==> src/hdl/sbc_pkg.sv <==
package sbc_pkg;

    localparam int COORD_WIDTH = 16;
    localparam int NUM_SLABS   = 6;
    localparam int NUM_REGS    = 6;
    localparam int FW          = COORD_WIDTH + 2;
    localparam int PW          = 2 * FW;
    localparam int ADDR_WIDTH  = $clog2(NUM_REGS) + 2;

    typedef enum logic [2:0] {
        REG_MIN_X = 3'd0,
        REG_MIN_Y = 3'd1,
        REG_MIN_Z = 3'd2,
        REG_MAX_X = 3'd3,
        REG_MAX_Y = 3'd4,
        REG_MAX_Z = 3'd5
    } reg_idx_t;

    typedef logic signed [FW-1:0] frac_t;

    typedef struct packed {
        logic                          vld;
        logic                          alive;
        frac_t                         n1;
        frac_t                         d1;
        frac_t                         n2;
        frac_t                         d2;
        logic [NUM_SLABS-1:0][FW-1:0]  p;
        logic [NUM_SLABS-1:0][FW-1:0]  q;
    } sbc_beat_t;

endpackage

==> src/hdl/sbc_slab.sv <==
module sbc_slab (
    input  logic              aclk,
    input  logic              aresetn,
    input  logic              en,
    input  sbc_pkg::frac_t    p,
    input  sbc_pkg::frac_t    q,
    input  sbc_pkg::sbc_beat_t beat_in,
    output sbc_pkg::sbc_beat_t beat_out
);
    import sbc_pkg::*;

    sbc_beat_t             a_reg;
    frac_t                 rn_reg, rd_reg;
    logic                  pneg_reg, ppos_reg, qneg_reg;
    logic signed [PW-1:0]  up_l_reg, up_r_reg, lo_l_reg, lo_r_reg;

    frac_t rn, rd;
    sbc_beat_t b_next;

    always_comb begin
        rn = (p < 0) ? -q : q;
        rd = (p < 0) ? -p : p;
    end

    always_ff @(posedge aclk) begin
        if (!aresetn) begin
            a_reg.vld <= 1'b0;
        end else if (en) begin
            a_reg.vld <= beat_in.vld;
        end
        if (en) begin
            a_reg.alive <= beat_in.alive;
            a_reg.n1    <= beat_in.n1;
            a_reg.d1    <= beat_in.d1;
            a_reg.n2    <= beat_in.n2;
            a_reg.d2    <= beat_in.d2;
            a_reg.p     <= beat_in.p;
            a_reg.q     <= beat_in.q;
            rn_reg      <= rn;
            rd_reg      <= rd;
            pneg_reg    <= p < 0;
            ppos_reg    <= p > 0;
            qneg_reg    <= q < 0;
            up_l_reg    <= rn * beat_in.d2;
            up_r_reg    <= beat_in.n2 * rd;
            lo_l_reg    <= rn * beat_in.d1;
            lo_r_reg    <= beat_in.n1 * rd;
        end
    end

    always_comb begin
        b_next = a_reg;
        if (a_reg.alive) begin
            if (pneg_reg) begin
                if (up_l_reg > up_r_reg) begin
                    b_next.alive = 1'b0;
                end else if (lo_l_reg > lo_r_reg) begin
                    b_next.n1 = rn_reg;
                    b_next.d1 = rd_reg;
                end
            end else if (ppos_reg) begin
                if (lo_l_reg < lo_r_reg) begin
                    b_next.alive = 1'b0;
                end else if (up_l_reg < up_r_reg) begin
                    b_next.n2 = rn_reg;
                    b_next.d2 = rd_reg;
                end
            end else if (qneg_reg) begin
                b_next.alive = 1'b0;
            end
        end
    end

    always_ff @(posedge aclk) begin
        if (!aresetn) begin
            beat_out.vld <= 1'b0;
        end else if (en) begin
            beat_out.vld <= b_next.vld;
        end
        if (en) begin
            beat_out.alive <= b_next.alive;
            beat_out.n1    <= b_next.n1;
            beat_out.d1    <= b_next.d1;
            beat_out.n2    <= b_next.n2;
            beat_out.d2    <= b_next.d2;
            beat_out.p     <= b_next.p;
            beat_out.q     <= b_next.q;
        end
    end

endmodule

==> config.mk <==
export PLATFORM = sky130hd
export DESIGN_NAME = sbc_slab
export DESIGN_NICKNAME = d
export VERILOG_FILES = /design/src/hdl/sbc_pkg.sv /design/src/hdl/sbc_slab.sv
export SDC_FILE = /design/constraint.sdc
export NUM_CORES = 2
export LEC_CHECK = 0
export BUFFER_PORTS_ARGS = -buffer_cell sky130_fd_sc_hd__buf_4
export CORE_MARGIN = 2
export CORE_UTILIZATION = 50
export CTS_BUF_LIST = sky130_fd_sc_hd__clkbuf_4
export CTS_CLUSTER_DIAMETER = 40
export CTS_CLUSTER_SIZE = 25
export DETAILED_ROUTE_END_ITERATION = 12
export GPL_TIMING_DRIVEN = 0
export HOLD_SLACK_MARGIN = 0.03
export PLACE_DENSITY = 0.79
export SKIP_LAST_GASP = 1
export SLEW_MARGIN = 20
export SYNTH_ARGS = -nofsm -noshare
export SYNTH_HDL_FRONTEND = slang
export SYNTH_SLANG_ARGS = --single-unit
==> constraint.sdc <==
create_clock -name aclk -period 19 [get_ports aclk]
set_clock_uncertainty 0.2 [all_clocks]
set_input_delay 2.85 -clock aclk [delete_from_list [all_inputs] [get_ports aclk]]
set_output_delay 2.85 -clock aclk [all_outputs]
set_load 0.005 [all_outputs]
Word-level counts from Yosys, hierarchy flattened
Cells that the tools add are included.

storage, ports and cells
  logic and storage cells = 73
  output and inout bits = 290
  bits in registers = 763

cells by class
  mux-type cells = 15
  add/subtract/negate cells = 2
  magnitude comparators = 7
  multiply operators = 4

operators with widths
  operator               number
  $mux W36               7
  $mul A18 B18 Y36       4
  $gt A36 B36 Y1         2
  $lt A36 B36 Y1         2
  $mux W72               1
  $lt A18 B1 Y1 const B  2
  $mux W18               2
  $neg A18 Y18           2
  $gt A18 B1 Y1 const B  1
  $mux W1                5

Logic depth before layout (Yosys ltp)
  depth in word-level cells = 6
  gate-level depth with buffers = 32
  mapped depth without buffers = 30

Worst setup path before layout
No wires, ideal clock.

  path type = input-to-reg
  start = input port q[6]
  end = register up_l_reg[32], data pin
  cell stages on the path = 26
  data arrival time = 10.170 ns
  library setup time = 0.258 ns
  buffers on the path = 1
  path slack = 8.372 ns
  cell sequence = or4_1 > or3_1 > o31ai_1 > nand2_1 > xor2_1 > clkbuf_1 > nand2_1 > fa_1 > fa_1 > fa_1 > inv_1 > fa_1 > fa_1 > inv_1 > fa_1 > inv_1 > ha_1 > a21o_1 > a21oi_1 > nor2b_1 > o21a_1 > a2111oi_0 > o41ai_1 > a21o_1 > a21oi_1 > xnor2_1

between the ends
  cells in the longest elaborated chain, start to end = 3

RTL lines
  element               RTL line        text
  start, declared       sbc_slab.sv:6   input sbc_pkg::frac_t q,
  $neg A18 Y18          sbc_slab.sv:21  rn = (p < 0) ? -q : q;
  $mux W18 *            sbc_slab.sv:21
  $mul A18 B18 Y36 *    sbc_slab.sv:44  up_l_reg <= rn * beat_in.d2;
  end signal, assigned  sbc_slab.sv:44
  end, declared         sbc_slab.sv:15  logic signed [PW-1:0] up_l_reg, up_r_reg, lo_l_reg, lo_r_reg;

Mark *: on every way between the ends. The rest lies on a longest branch, timed or not.
A chain may end at the register's enable or synchronous reset.

Worst setup path in the final report
  start = input port q[0]
  end = register up_l_reg[32], data pin

Same word-level chain as after synthesis.

==> reports/metrics.yaml <==
run_status:
  status: "complete, no violations"
detailed_routing:
  num_vias: 50800
  via_per_inst: 5.42
  wire_per_inst_um: 25.1
  drc_errors: 0
  drt_pass1_iterations: 8
  drtIter0Drc: 4081
  wl_um: 235000
  final_antenna_net_count: 0
min_path:
  min_path_cells: 0
  hp-start: "a_reg[113]"
  min_to: "beat_out[113]"
  worstHoldPathType: "reg -> reg"
clock_tree:
  cts_tree: "built"
  clkTransAtPathRegs_ps: 160
  cts_hold_buf: 0
  clock_path_buffers: 3
  cts-htree-levels: 3
  cts_sinks: 763
  cts_resized: 0
  post_cts_buffers: 0
  cts_root_buf: "clkbuf_4"
  cts_buffers: 105
  clock_latency_ps: 1150
die:
  die_w_um: 390
  num_rows: 141
  die_h_um: 390
  coreArea_um2: 148000
  die-area_um2: 152000
  io_pins: 619
  start_util_pct: 50.3
logic_synthesis:
  synth.yosys.seq_area_share_pct: 30.8
  syn_area_um2: 74300
  synth_cell_types: 69
  synth-seq-cells: 763
  synth_ff_type: "edfxtp_1"
  synthTopCellsByCount: "1606 x inv_1, 1316 x fa_1, 781 x nand2_1"
  async_reset_ff_share_pct: 0
  syn_area_per_cell_um2: 11.3
  yosys.area.top_type: "fa_1"
  syn-num-nets: 8674
  synth-edff-count: 761
  postSynthCellCount: 6583
  synth_top_cells_by_area: "fa_1 35%, edfxtp_1 31%, inv_1 8.1%"
  ys_warn_count: 0
  synth.most_common_cell: "inv_1"
  yosys.area.top_type_share_pct: 35.4
sta:
  rsz0062_at_grt: "false"
  post-route-min-period_ps: 13340
  setup_viol: 0
  hold_violations: 0
  holdWs_ps: 176
  tns_ps: 0
  tightest_slew_ps: 1300
  fmax_mhz: 75.0
  relSlewSlack_pct: 13.3
  layout_worst_path_cycle_share_pct: 70.2
  finalMaxSlewViolations: 0
finish:
  finish.net_count: 9423
  fillers: 12400
  drive_above_1_share_pct: 13.0
  area_growth_pct: 12.9
grt:
  top_usage_layer: "met2"
  globalRouteMet3Util_pct: 7.39
  grt_pass1_wl_um: 344000
  grt_max_degree: 110
  met2_usage_pct: 50.7
  grt_pass1_vias: 54000
  antenna_found_initial: 26
  use_met1_pct: 38.2
  track_usage_pct: 31.5
  grt_overflow: 0
setup_path:
  path_class: "in -> reg"
  crit_path_max_incr_delay_ps: 950
  end_kind: "register"
  r2r_end: "beat_out[232]"
  arrival_ps: 14000
  worstPathMaxFanout: 10
  cp-start-kind: "input pin"
  ff2ff_path_depth: 11
  worstPathRequired_ps: 19670
  crit_top_cell: "fa_1"
  critPathSlowestCell: "clkbuf_1"
  r2r-start: "up_l_reg[21]"
  reg2reg_slack_ps: 14540
placed_design:
  dp_hpwl_um: 191000
  gp_congestion: 1.01
  portBuffers: 618
job:
  cap_violations: 0
-- per-stage QoR --
| step | setup WS (ps) | instance area (um^2) | util [%] | std cells |
|---|---|---|---|---|
| 5_1_grt | 5640 | 83900 | 56.8 | 9357 |
| 3_5_place_dp | 5010 | 82000 | 55.5 | 9155 |
| 2_1_floorplan | 8370 | 74300 | - | 6583 |
| 6_report | 5660 | 83900 | 56.8 | 9372 |
| 4_1_cts | 6260 | 83900 | 56.8 | 9351 |
| 3_3_place_gp | 4650 | 81400 | 55.1 | 9131 |
-- critical path, delay by kind of cell --
family / cells / cell delay [ps]
adders and majority gates: 8 / 3760
buffers and inverters: 8 / 3260
xor gates and xnor gates: 2 / 810
AOI/OAI and AO/OA: 7 / 2350
and+or+nand+nor: 4 / 930
-- cells by family after synthesis --
logic type / count (synthesis) / share of synthesized area (%)
xor gates and xnor gates: 172 / 2.04
buffers and inverters: 1824 / 9.28
adders and majority gates: 1762 / 42.9
AOI/OAI and AO/OA: 395 / 3.47
DFF: 763 / 30.8
muxes: 76 / 1.14
and+or+nand+nor: 1591 / 10.3
-- layer usage --
| layer | vias to the layer above | part of all wire [%] |
|---|---|---|
| li1 | 21600 | - |
| met1 | 26000 | 36 |
| met2 | 2451 | 47 |
| met3 | 651 | 9.2 |
| met4 | 16 | 7.6 |
| met5 | - | 0.045 |
-- how the worst max path moves through the flow --
stage	from	end	slack, ps	cells past startpoint
after floorplan	q[6]	up_l_reg[32]	8370	26
after global placement	q[0]	lo_l_reg[35]	4650	31
after detailed placement	q[0]	lo_l_reg[35]	5010	32
after CTS	q[0]	lo_l_reg[35]	6260	32
after global routing	q[0]	lo_l_reg[35]	5640	29
final	q[0]	up_l_reg[32]	5660	29
-- area by class of cell --
class | instances | area, um^2 | share of cell area [%]
sequential | 763 | 22900 | 27.3
clock inverter | 90 | 1050 | 1.26
timing repair buffer | 642 | 5060 | 6.03
multi-input combinational | 3996 | 44800 | 53.3
inverter | 1606 | 6030 | 7.18
antenna | 21 | 52.6 | 0.0626
clock buffer | 106 | 796 | 0.948
tap | 1930 | 2410 | 2.88
buffer | 218 | 880 | 1.05
-- layout by cell type (no fill, tap or decap), types with 15 or more instances in the layout --
cell	n
a21o_1	68
nor2b_1	23
nor2_1	119
nand2_1	781
inv_6	23
xnor2_1	114
buf_1	17
ha_1	446
clkbuf_1	182
diode_2	21
o21ai_0	81
inv_1	1606
fa_1	1316
a211oi_1	15
nand3_1	22
and2_1	519
nand2b_1	17
nor3_1	29
xnor2_2	24
buf_6	18
nand4_1	21
edfxtp_1	761
or3_1	21
buf_4	617
mux2_2	67
clkbuf_4	106
xor2_1	28
a21oi_1	112
o21a_1	21
Power is not shown: default switching activity piles up to over one toggle a cycle in this logic, so the estimate is an artifact.
